$ cat src/rtl/core/tkdhr_pkg.sv
// Shared types and constants for the touch key debounce/hold/repeat core.
// No dependencies.
package tkdhr_pkg;

  typedef enum logic [2:0] {
    REG_BASELINE     = 3'd0,
    REG_HYSTERESIS   = 3'd1,
    REG_DEBOUNCE_MS  = 3'd2,
    REG_HELD_MS      = 3'd3,
    REG_REPEAT_MS    = 3'd4,
    REG_LONG_HELD_MS = 3'd5
  } reg_idx_t;

  localparam logic [15:0] RST_DEBOUNCE_MS  = 16'd20;
  localparam logic [15:0] RST_HELD_MS      = 16'd500;
  localparam logic [15:0] RST_REPEAT_MS    = 16'd100;
  localparam logic [15:0] RST_LONG_HELD_MS = 16'd2000;

  typedef struct packed {
    logic [15:0] baseline;
    logic [15:0] hysteresis;
    logic [15:0] debounce_ms;
    logic [15:0] held_ms;
    logic [15:0] repeat_ms;
    logic [15:0] long_held_ms;
  } cfg_t;

  typedef struct packed {
    logic [15:0] now_ms;
    logic [15:0] now_mark;
    logic        press;
  } item_t;

  typedef struct packed {
    logic pressed;
    logic changed;
    logic activated;
    logic deactivated;
    logic held;
    logic repeat_pulse;
    logic hold_long;
  } res_t;

endpackage

$ cat src/rtl/core/tkdhr_cfg.sv
// Configuration register file with APB-style access.
// Depends on tkdhr_pkg.
module tkdhr_cfg (
  input  logic               clk,
  input  logic               rst_n,
  input  logic               psel,
  input  logic               penable,
  input  logic               pwrite,
  input  logic [4:0]         paddr,
  input  logic [31:0]        pwdata,
  output logic [31:0]        prdata,
  output logic               pready,
  output tkdhr_pkg::cfg_t    cfg
);

  tkdhr_pkg::cfg_t     cfg_r;
  tkdhr_pkg::cfg_t     cfg_nxt;
  tkdhr_pkg::reg_idx_t idx;
  logic                wr_en;

  assign pready = 1'b1;
  assign idx    = tkdhr_pkg::reg_idx_t'(paddr[4:2]);
  assign wr_en  = psel && penable && pwrite && pready;
  assign cfg    = cfg_r;

  always_comb begin
    cfg_nxt = cfg_r;
    if (wr_en) begin
      case (idx)
        tkdhr_pkg::REG_BASELINE:     cfg_nxt.baseline     = pwdata[15:0];
        tkdhr_pkg::REG_HYSTERESIS:   cfg_nxt.hysteresis   = pwdata[15:0];
        tkdhr_pkg::REG_DEBOUNCE_MS:  cfg_nxt.debounce_ms  = pwdata[15:0];
        tkdhr_pkg::REG_HELD_MS:      cfg_nxt.held_ms      = pwdata[15:0];
        tkdhr_pkg::REG_REPEAT_MS:    cfg_nxt.repeat_ms    = pwdata[15:0];
        tkdhr_pkg::REG_LONG_HELD_MS: cfg_nxt.long_held_ms = pwdata[15:0];
        default: ;
      endcase
    end
  end

  always_comb begin
    case (idx)
      tkdhr_pkg::REG_BASELINE:     prdata = {16'd0, cfg_r.baseline};
      tkdhr_pkg::REG_HYSTERESIS:   prdata = {16'd0, cfg_r.hysteresis};
      tkdhr_pkg::REG_DEBOUNCE_MS:  prdata = {16'd0, cfg_r.debounce_ms};
      tkdhr_pkg::REG_HELD_MS:      prdata = {16'd0, cfg_r.held_ms};
      tkdhr_pkg::REG_REPEAT_MS:    prdata = {16'd0, cfg_r.repeat_ms};
      tkdhr_pkg::REG_LONG_HELD_MS: prdata = {16'd0, cfg_r.long_held_ms};
      default:                     prdata = 32'd0;
    endcase
  end

  always_ff @(posedge clk) begin
    if (!rst_n) begin
      cfg_r.baseline     <= 16'd0;
      cfg_r.hysteresis   <= 16'd0;
      cfg_r.debounce_ms  <= tkdhr_pkg::RST_DEBOUNCE_MS;
      cfg_r.held_ms      <= tkdhr_pkg::RST_HELD_MS;
      cfg_r.repeat_ms    <= tkdhr_pkg::RST_REPEAT_MS;
      cfg_r.long_held_ms <= tkdhr_pkg::RST_LONG_HELD_MS;
    end else begin
      cfg_r <= cfg_nxt;
    end
  end

endmodule

$ cat src/rtl/core/tkdhr_front.sv
// Input register: captures a tick, its loop-unit mark and the raw press compare.
// Depends on tkdhr_pkg.
module tkdhr_front #(
  parameter int LOOP_MS = 10
) (
  input  logic               clk,
  input  logic               rst_n,
  input  logic               in_valid,
  output logic               in_ready,
  input  logic [15:0]        now_ms,
  input  logic [15:0]        touch_value,
  input  tkdhr_pkg::cfg_t    cfg,
  output logic               item_valid,
  output tkdhr_pkg::item_t   item,
  input  logic               item_take
);

  localparam int          SH    = 16 + $clog2(LOOP_MS);
  localparam logic [16:0] RECIP = 17'(((1 << SH) + LOOP_MS - 1) / LOOP_MS);

  logic             valid_r;
  tkdhr_pkg::item_t item_r;
  logic [16:0]      touch_sum;
  logic [39:0]      mark_prod;

  assign in_ready   = !valid_r || item_take;
  assign item_valid = valid_r;
  assign item       = item_r;
  assign touch_sum  = {1'b0, touch_value} + {1'b0, cfg.hysteresis};
  // Divide by the loop period through a rounded-up reciprocal, exact for 16-bit times.
  assign mark_prod  = {24'd0, now_ms} * {23'd0, RECIP};

  always_ff @(posedge clk) begin
    if (!rst_n) begin
      valid_r <= 1'b0;
    end else if (in_ready) begin
      valid_r <= in_valid;
    end
  end

  always_ff @(posedge clk) begin
    if (in_valid && in_ready) begin
      item_r.now_ms   <= now_ms;
      item_r.now_mark <= mark_prod[SH +: 16];
      item_r.press    <= touch_sum < {1'b0, cfg.baseline};
    end
  end

endmodule

$ cat src/rtl/core/tkdhr_eval.sv
// Key state update and result register: debounce, hold, repeat and long hold.
// Depends on tkdhr_pkg.
module tkdhr_eval #(
  parameter int LOOP_MS = 10
) (
  input  logic               clk,
  input  logic               rst_n,
  input  tkdhr_pkg::cfg_t    cfg,
  input  logic               item_valid,
  input  tkdhr_pkg::item_t   item,
  output logic               item_take,
  output logic               out_valid,
  input  logic               out_ready,
  output tkdhr_pkg::res_t    res
);

  localparam int LW = $clog2(LOOP_MS + 1);
  localparam int PW = 16 + LW;

  logic            level_r, level_nxt;
  logic            held_r, held_nxt;
  logic            lh_r, lh_nxt;
  logic [15:0]     cmark_r, cmark_nxt;
  logic [15:0]     rmark_r, rmark_nxt;
  logic [15:0]     ticks_r, ticks_nxt;
  logic            out_valid_r;
  tkdhr_pkg::res_t res_r, res_nxt;

  logic [PW-1:0]   cmark_scaled;
  logic [PW-1:0]   rmark_scaled;
  logic [PW-1:0]   press_time;
  logic [15:0]     since_change;
  logic [15:0]     since_repeat;
  logic            chg;
  logic            rep;

  assign item_take = item_valid && (!out_valid_r || out_ready);
  assign out_valid = out_valid_r;
  assign res       = res_r;

  assign cmark_scaled = PW'(cmark_r) * PW'(LOOP_MS);
  assign rmark_scaled = PW'(rmark_r) * PW'(LOOP_MS);
  assign press_time   = PW'(ticks_r) * PW'(LOOP_MS);
  assign since_change = item.now_ms - cmark_scaled[15:0];
  assign since_repeat = item.now_ms - rmark_scaled[15:0];

  always_comb begin
    lh_nxt    = (ticks_r == 16'd0) ? 1'b0 : lh_r;
    chg       = (since_change >= cfg.debounce_ms) && (level_r != item.press);
    level_nxt = chg ? !level_r : level_r;
    cmark_nxt = chg ? item.now_mark : cmark_r;
    held_nxt  = held_r;
    rmark_nxt = rmark_r;
    ticks_nxt = ticks_r;
    rep       = 1'b0;

    if (held_r) begin
      rep = since_repeat >= cfg.repeat_ms;
      if (rep) begin
        rmark_nxt = item.now_mark;
      end
    end else if (level_nxt && (press_time >= PW'(cfg.held_ms))) begin
      held_nxt  = 1'b1;
      rmark_nxt = 16'd0;
    end

    if (level_nxt && (press_time >= PW'(cfg.long_held_ms))) begin
      lh_nxt = 1'b1;
    end else if (!chg && level_nxt && (ticks_r != 16'hFFFF)) begin
      ticks_nxt = ticks_r + 16'd1;
    end

    if (chg) begin
      ticks_nxt = 16'd0;
      held_nxt  = 1'b0;
    end

    res_nxt.pressed      = level_nxt;
    res_nxt.changed      = chg;
    res_nxt.activated    = chg && item.press;
    res_nxt.deactivated  = chg && !item.press;
    res_nxt.held         = held_nxt;
    res_nxt.repeat_pulse = rep;
    res_nxt.hold_long    = lh_nxt;
  end

  always_ff @(posedge clk) begin
    if (!rst_n) begin
      level_r     <= 1'b0;
      held_r      <= 1'b0;
      lh_r        <= 1'b0;
      cmark_r     <= 16'd0;
      rmark_r     <= 16'd0;
      ticks_r     <= 16'd0;
      out_valid_r <= 1'b0;
    end else begin
      if (item_take) begin
        level_r <= level_nxt;
        held_r  <= held_nxt;
        lh_r    <= lh_nxt;
        cmark_r <= cmark_nxt;
        rmark_r <= rmark_nxt;
        ticks_r <= ticks_nxt;
      end
      if (item_take) begin
        out_valid_r <= 1'b1;
      end else if (out_ready) begin
        out_valid_r <= 1'b0;
      end
    end
  end

  always_ff @(posedge clk) begin
    if (item_take) begin
      res_r <= res_nxt;
    end
  end

  a_edge_excl: assert property (@(posedge clk) disable iff (!rst_n)
    out_valid_r |-> !(res_r.activated && res_r.deactivated))
    else $error("activated and deactivated together");

  a_change_kind: assert property (@(posedge clk) disable iff (!rst_n)
    out_valid_r && res_r.changed |-> (res_r.activated != res_r.deactivated))
    else $error("change without edge kind");

  a_state_match: assert property (@(posedge clk) disable iff (!rst_n)
    item_take |=> (res_r.pressed == level_r) && (res_r.held == held_r)
                  && (res_r.hold_long == lh_r))
    else $error("result disagrees with stored state");

  a_change_clears: assert property (@(posedge clk) disable iff (!rst_n)
    item_take && chg |=> (ticks_r == 16'd0) && !held_r)
    else $error("hold state not cleared on toggle");

  a_stall_holds: assert property (@(posedge clk) disable iff (!rst_n)
    !item_take |=> $stable(ticks_r) && $stable(level_r) && $stable(cmark_r))
    else $error("state moved without a transfer");

endmodule

$ cat src/rtl/core/touch_key_debounce_hold_repeat_core.sv
// Touch key debouncer with hold, auto-repeat and long-hold detection. One tick
// transfer is accepted every clock cycle while the output is not stalled; its
// result passes through the input register, then the state update into the result
// register, before it is valid on the output. Throughput is one item per cycle
// while the output is not stalled. Registers sit at byte addresses 0, 4, .. 20 and
// must be written only while idle; the block itself does not enforce this.
// Depends on tkdhr_pkg, tkdhr_cfg, tkdhr_front and tkdhr_eval.
module touch_key_debounce_hold_repeat_core #(
  parameter int LOOP_MS = 10
) (
  input  logic        clk,
  input  logic        rst_n,
  input  logic        in_tvalid,
  output logic        in_tready,
  input  logic [31:0] in_tdata,     // now_ms[15:0], touch_value[31:16]
  output logic        out_tvalid,
  input  logic        out_tready,
  output logic [7:0]  out_tdata,    // pressed, changed, activated, deactivated,
                                    // held, repeat_pulse, long_held, pad zero
  input  logic        cfg_psel,
  input  logic        cfg_penable,
  input  logic        cfg_pwrite,
  input  logic [4:0]  cfg_paddr,
  input  logic [31:0] cfg_pwdata,
  output logic [31:0] cfg_prdata,
  output logic        cfg_pready
);

  tkdhr_pkg::cfg_t  cfg;
  tkdhr_pkg::item_t item;
  tkdhr_pkg::res_t  res;
  logic             item_valid;
  logic             item_take;

  tkdhr_cfg u_cfg (
    .clk     (clk),
    .rst_n   (rst_n),
    .psel    (cfg_psel),
    .penable (cfg_penable),
    .pwrite  (cfg_pwrite),
    .paddr   (cfg_paddr),
    .pwdata  (cfg_pwdata),
    .prdata  (cfg_prdata),
    .pready  (cfg_pready),
    .cfg     (cfg)
  );

  tkdhr_front #(.LOOP_MS(LOOP_MS)) u_front (
    .clk         (clk),
    .rst_n       (rst_n),
    .in_valid    (in_tvalid),
    .in_ready    (in_tready),
    .now_ms      (in_tdata[15:0]),
    .touch_value (in_tdata[31:16]),
    .cfg         (cfg),
    .item_valid  (item_valid),
    .item        (item),
    .item_take   (item_take)
  );

  tkdhr_eval #(.LOOP_MS(LOOP_MS)) u_eval (
    .clk        (clk),
    .rst_n      (rst_n),
    .cfg        (cfg),
    .item_valid (item_valid),
    .item       (item),
    .item_take  (item_take),
    .out_valid  (out_tvalid),
    .out_ready  (out_tready),
    .res        (res)
  );

  assign out_tdata = {1'b0, res.hold_long, res.repeat_pulse, res.held,
                      res.deactivated, res.activated, res.changed, res.pressed};

endmodule

$ cat config.mk
export PLATFORM = sky130hd
export DESIGN_NAME = touch_key_debounce_hold_repeat_core
export DESIGN_NICKNAME = d
export VERILOG_FILES = /design/src/rtl/core/tkdhr_pkg.sv /design/src/rtl/core/tkdhr_cfg.sv /design/src/rtl/core/tkdhr_front.sv /design/src/rtl/core/tkdhr_eval.sv /design/src/rtl/core/touch_key_debounce_hold_repeat_core.sv
export SDC_FILE = /design/constraint.sdc
export NUM_CORES = 1
export LEC_CHECK = 0
export BUFFER_PORTS_ARGS = -buffer_cell sky130_fd_sc_hd__buf_2
export CAP_MARGIN = 40
export CORE_MARGIN = 2
export CORE_UTILIZATION = 50
export CTS_CLUSTER_DIAMETER = 150
export DETAILED_ROUTE_END_ITERATION = 10
export PLACE_DENSITY = 0.68
export SKIP_LAST_GASP = 1
export SLEW_MARGIN = 25
export SYNTH_ARGS = -nofsm -noshare
export SYNTH_HDL_FRONTEND = slang
export SYNTH_SLANG_ARGS = --single-unit
$ cat constraint.sdc
create_clock -name clk -period 8.3 [get_ports clk]
set_clock_uncertainty 0.05 [all_clocks]
set_input_delay 1.66 -clock clk [delete_from_list [all_inputs] [get_ports clk]]
set_output_delay 1.66 -clock clk [all_outputs]
set_load 0.02 [all_outputs]
* After elaboration in Yosys (flattened, before gate mapping)
Cells that the tools add are included.
Cells by class: $add $sub $neg 4, $mul 4, magnitude comparators 5, equal/unequal tests 9, mux-type cells 15, reductions and logical operators 32
Operators with widths (number):
- two-way mux 16 bit | 6
- case mux 16 bit (6 select lines) | 1
- greater-or-equal comparator 20 x 16 -> 1 bit | 2
- greater-or-equal comparator 16 bit | 2
- multiplier 16 x 16 -> 32 bit, second input constant | 1
- subtractor 16 bit | 2
- multiplier 16 x 3 -> 19 bit, second input constant | 1
- adder 16 x 16 -> 17 bit | 1
- < comparator 17 x 16 -> 1 bit | 1
- adder 16 x 1 -> 16 bit, second input constant | 1
- logical NOT 16 bit | 1
- multiplier 16 x 3 -> 15 bit, second input constant | 1
- inequality test 16 bit, second input constant | 1
- multiplier 13 x 3 -> 15 bit, second input constant | 1
- AND reduction 2 bit | 7
- logical AND 1 bit | 11
- two-way mux 1 bit | 8
- equality test 3 x 2 -> 1 bit, second input constant | 2
- equality test 3 bit, second input constant | 2
- AND reduction 3 bit | 2
- nonzero test 2 bit | 3
- logical NOT 1 bit | 5
- equality test 3 x 1 -> 1 bit, second input constant | 1
- logical NOT 3 bit | 1
- other kinds (4) | 5
Word-level totals: flip-flop bits (word level) 183, input port bits 76, output and inout bits 43, word-level logic and storage cells 93

* Longest topological paths before layout
depth after elaboration 10, mapped depth 28, gate-level depth less buffers 27

* Hierarchy
Synthesis repeated with hierarchy kept, for this count alone.
Unflattened totals: cells, all modules 2052, area, all modules 18486.5 µm²
By module, submodules not included:
- tkdhr_eval | instances 1, cells an instance 910, area an instance 7335.8 µm², sequential area each 1211.2 µm²
- tkdhr_front | instances 1, cells an instance 680, area an instance 6637.6 µm², sequential area each 920.9 µm²
- tkdhr_cfg | instances 1, cells an instance 460, area an instance 4501.8 µm², sequential area each 1921.8 µm²
- touch_key_debounce_hold_repeat_core | instances 1, cells an instance 2, area an instance 11.3 µm², sequential area each 0.0 µm²

* Least setup slack after synthesis
Ideal clock, no wire load.
kind input port to flip-flop, start in in_tdata[1], end reg u_front.item_r (netlist bit u_front.item[13]), data pin, library setup time 0.260 ns, data arrival time 6.866 ns, required time 7.990 ns, path slack 1.124 ns, cell stages on the path 19, path buffers 0, path through ha_1 -> inv_1 -> fa_1 -> fa_1 -> inv_1 -> fa_1 -> fa_1 -> fa_1 -> ha_1 -> a211o_1 -> a221o_1 -> o31a_1 -> nor3_1 -> a21oi_1 -> o41ai_1 -> o311ai_1 -> a21oi_1 -> o21bai_1 -> xnor2_1
On the way: word-level cells in the longest chain between the ends 1
RTL lines:
- start, declared | RTL line touch_key_debounce_hold_repeat_core.sv:15 | input logic [31:0] in_tdata,
- multiplier 16 x 16 -> 32 bit | RTL line tkdhr_front.sv:31 | assign mark_prod = {24'd0, now_ms} * {23'd0, RECIP};
- via u_front.mark_prod[32] | RTL line tkdhr_front.sv:24 | logic [39:0] mark_prod;
- end, declared | RTL line tkdhr_front.sv:22 | tkdhr_pkg::item_t item_r;
The timed path passes the listed nets, and every way through them passes these cells. A chain may end at the register's enable or synchronous reset.

* Worst setup path after layout
start in in_tdata[8], end reg u_front.item_r (netlist bit u_front.item[13]), data pin
The elaborated chain is that of the path after synthesis.

==> results.txt <==
GRT Resource Usage Total: 24.0%
# Post-CTS Setup Buffers: 0
initial antenna violation count: 1
setup repair after global routing missed its margin: no
DRC: 0
routability cong.: 0.900
fin util: 55.4%
H-tree depth: 4
cell mode on critical path: fa_1
ys flop type: dfxtp_1
WS Path Type: in2reg
number of DRC markers in iteration 0: 778
Core Area: 0.0336 mm²
most frequent cells in the layout: ha_1 (326), inv_1 (249), nand2_1 (230)
hold_sp: u_cfg.cfg[83]$_SDFFE_PN0P_
via count of the routed design: 13500
Vias/cell: 5.54
Setup violations, final: 0
CP cell instances: buf_2 -> ha_1 -> inv_1 -> fa_1 -> inv_1 -> fa_1 -> fa_1 -> fa_1 -> fa_1 -> ha_1 -> and4_1 -> a221o_1 -> o31a_1 -> nor3_1 -> a21oi_1 -> o41ai_1 -> o311ai_1 -> a21oi_1 -> o21bai_1 -> xnor2_1
Synth area leaders: ha_1 (24%), dfxtp_1 (17%), fa_1 (10%)
Mean Syn Cell Area: 8.97 µm²
maximum VDD drop: 0.162 mV
die height: 189 µm
Yosys warning count: 0
Buf/Inv on CP: 3
Multi-input gate area: 0.0120 mm²
HP Class: reg2reg
commonest non-fill, non-tap cell in the layout: ha_1
# placed instances: 2405
row count: 67
Initial Util: 50.9%
final WL: 41.8 mm
die width: 189 µm
WHS Endpoint: u_cfg.cfg[83]$_SDFFE_PN0P_
# resized after CTS: 0
HPWL Detailed: 34.2 mm
Ports: 119
slowest cell delay on critical path: 0.52 ns
FF-to-FF setup slack: 1.74 ns
clock-pin slew on the worst setup and hold paths: 0.08 ns
filler cell count: 3084
Cell Area, Synth: 0.0171 mm²
CP max-delay cell: fa_1
first-pass GRT wire length: 69.1 mm
TritonRoute pass-1 iters: 7
fmax: 0.137 GHz
post-synthesis cell type count: 72
minimum clock period: 7.31 ns
register area share after synthesis: 23.2%
Synth top area share: 23.9%
Skew-Pair Late Insertion Delay: 0.45 ns
CP endpoint kind: register
Post-Layout Cell Count: 2438
Leakage: 8.79 nW
P per Cell Area: 198 mW/mm²
critical path depth in cells: 20
Max Slew Vio Count: 0
CP required: 8.44 ns
Clock Path Buffers: 2
worst hold path depth: 2
Critical Path Fanout Max: 6
worst reg2reg path startpoint: u_eval.cmark_r[3]$_SDFFE_PN0P_
relative slew slack: 41.9%
critical path's top delay family: adder cells
Post-synth EDFFs: 37
Syn-to-layout area delta: 8.87%
Reg area: 0.00397 mm²
Routed WL per cell: 17.2 µm
number of max-cap violations: 0
Die ar.: 0.0357 mm²
asr flop ratio synth: 0%
nets@finish: 2465
R2R cell count: 27
CP arrival: 7.45 ns
Worst-Margin Slew: 0.871 ns
CTS root buf: clkbuf_16
Setup TNS: 0 ns
Syn Inst Count: 1906
Final period util: 88.1%
CTS tree: yes
Yosys top cell by area: ha_1
Final Hold Fails: 0
vias in the first global route: 13600
pin count of the biggest net entering global routing: 75
CTS Hold Buffers Added: 0
reg-to-reg endpoint: u_eval.rmark_r[3]$_SDFFE_PN0P_
status: finished, final reports clean
clock buffer count from CTS: 17
share of cells above drive strength 1: 7.44%
Startpoint Class: primary input
grt ovf: 0
Final ANT Viol Nets: 0
# clock sinks: 180
I/O Buffers: 82
Yosys reg bits: 180
[worst reg2reg max path, stage by stage (launching register included)]
cell and delay [ns]:
dfxtp_1 0.40, ha_1 0.26, ha_1 0.23, fa_1 0.41
a21o_1 0.20, a21oi_1 0.23, o21bai_1 0.09, a21oi_1 0.22
nor2b_1 0.07, o21a_1 0.18, o21ai_0 0.15, nand2b_1 0.08
a21oi_1 0.17, xor2_1 0.17, ha_1 0.28, a21oi_1 0.15
o21ai_0 0.11, xnor2_1 0.17, ha_1 0.30, nand4_1 0.15
or3_1 0.40, a31oi_1 0.41, nor2_1 0.22, mux2i_1 0.38
inv_1 0.16, o32ai_2 0.29, a211o_2 0.35, a32o_1 0.22
[stage by stage]
step | instance area, µm² | hold WS (ns) | total power, mW | setup WS, ns
after global routing | 18600 | 0.450 | 4.03 | 0.525
after floorplan | 17200 | 0.406 | 2.45 | 1.12
final | 18600 | 0.437 | 3.68 | 0.990
after detailed placement | 18000 | 0.424 | 2.86 | 0.512
after global placement | 17900 | 0.418 | 2.82 | 0.568
after CTS | 18600 | 0.437 | 3.72 | 0.965
[report_power, final]
| group | total [mW] | internal (mW) | switching (mW) |
|---|---|---|---|
| Combinational | 1.80 | 0.827 | 0.976 |
| Clock | 0.836 | 0.416 | 0.421 |
| Sequential | 1.04 | 1.01 | 0.0342 |
[cell type report]
| type | count | area share [%] |
|---|---|---|
| clock inverter | 15 | 1.04 |
| multi-input combinational | 1429 | 64.2 |
| antenna | 1 | 0.0134 |
| timing repair buffer | 98 | 3.02 |
| inverter | 250 | 5.04 |
| tap | 448 | 3.01 |
| sequential | 180 | 21.3 |
| clock buffer | 17 | 2.28 |
[layer usage]
metal | up-vias | GRT usage (%) | part of all wire, %
li1 | 6721 | - | -
met2 | 301 | 43.2 | 50
met3 | 44 | 2.74 | 3.9
met4 | 0 | 6.52 | 2.0
met5 | - | 0 | 0
met1 | 6430 | 30.4 | 44
[how the worst max path moves through the flow]
stage / end / start
6_report: u_front.item[13]$_DFFE_PP_ / in_tdata[8]
5_1_grt: u_front.item[13]$_DFFE_PP_ / in_tdata[5]
4_1_cts: u_front.item[13]$_DFFE_PP_ / in_tdata[2]
3_5_place_dp: u_front.item[13]$_DFFE_PP_ / in_tdata[2]
3_3_place_gp: u_front.item[13]$_DFFE_PP_ / in_tdata[5]
2_1_floorplan: u_front.item[13]$_DFFE_PP_ / in_tdata[1]
[registers in the layout, summed over array words and instances (netlist names)]
signal / cells
u_cfg.cfg: 96
u_eval.out_valid: 1
u_eval.ticks_r: 16
u_eval.level_r: 1
u_front.item: 30
u_eval.rmark_r: 13
u_eval.held_r: 1
u_eval.cmark_r: 13
u_eval.lh_r: 1
u_eval.res: 7
u_front.item_valid: 1
[cells by family (layout without fill, tap and decap cells)]
logic type,count (synthesis),in the layout,synth area share (%)
buffers and inverters,313,380,7.32
AOI/OAI and AO/OA,426,426,17.4
adders and majority gates,413,413,34.0
xor gates and xnor gates,80,80,4.10
other,2,19,0.0439
muxes,16,16,0.944
DFF,180,180,23.2
and+or+nand+nor,476,476,12.9
[Yosys cell counts, types with 36 or more instances]
cell        n
dfxtp_1   143
a21boi_0   85
ha_1      326
xnor2_1    50
edfxtp_1   37
nor2b_1    36
inv_1     249
a22oi_1    49
a21oi_1    74
nand2_1   230
clkbuf_1   41
fa_1       87
nor2_1     70
o21ai_0    56
No activity file was read; power rests on OpenSTA's default activity.
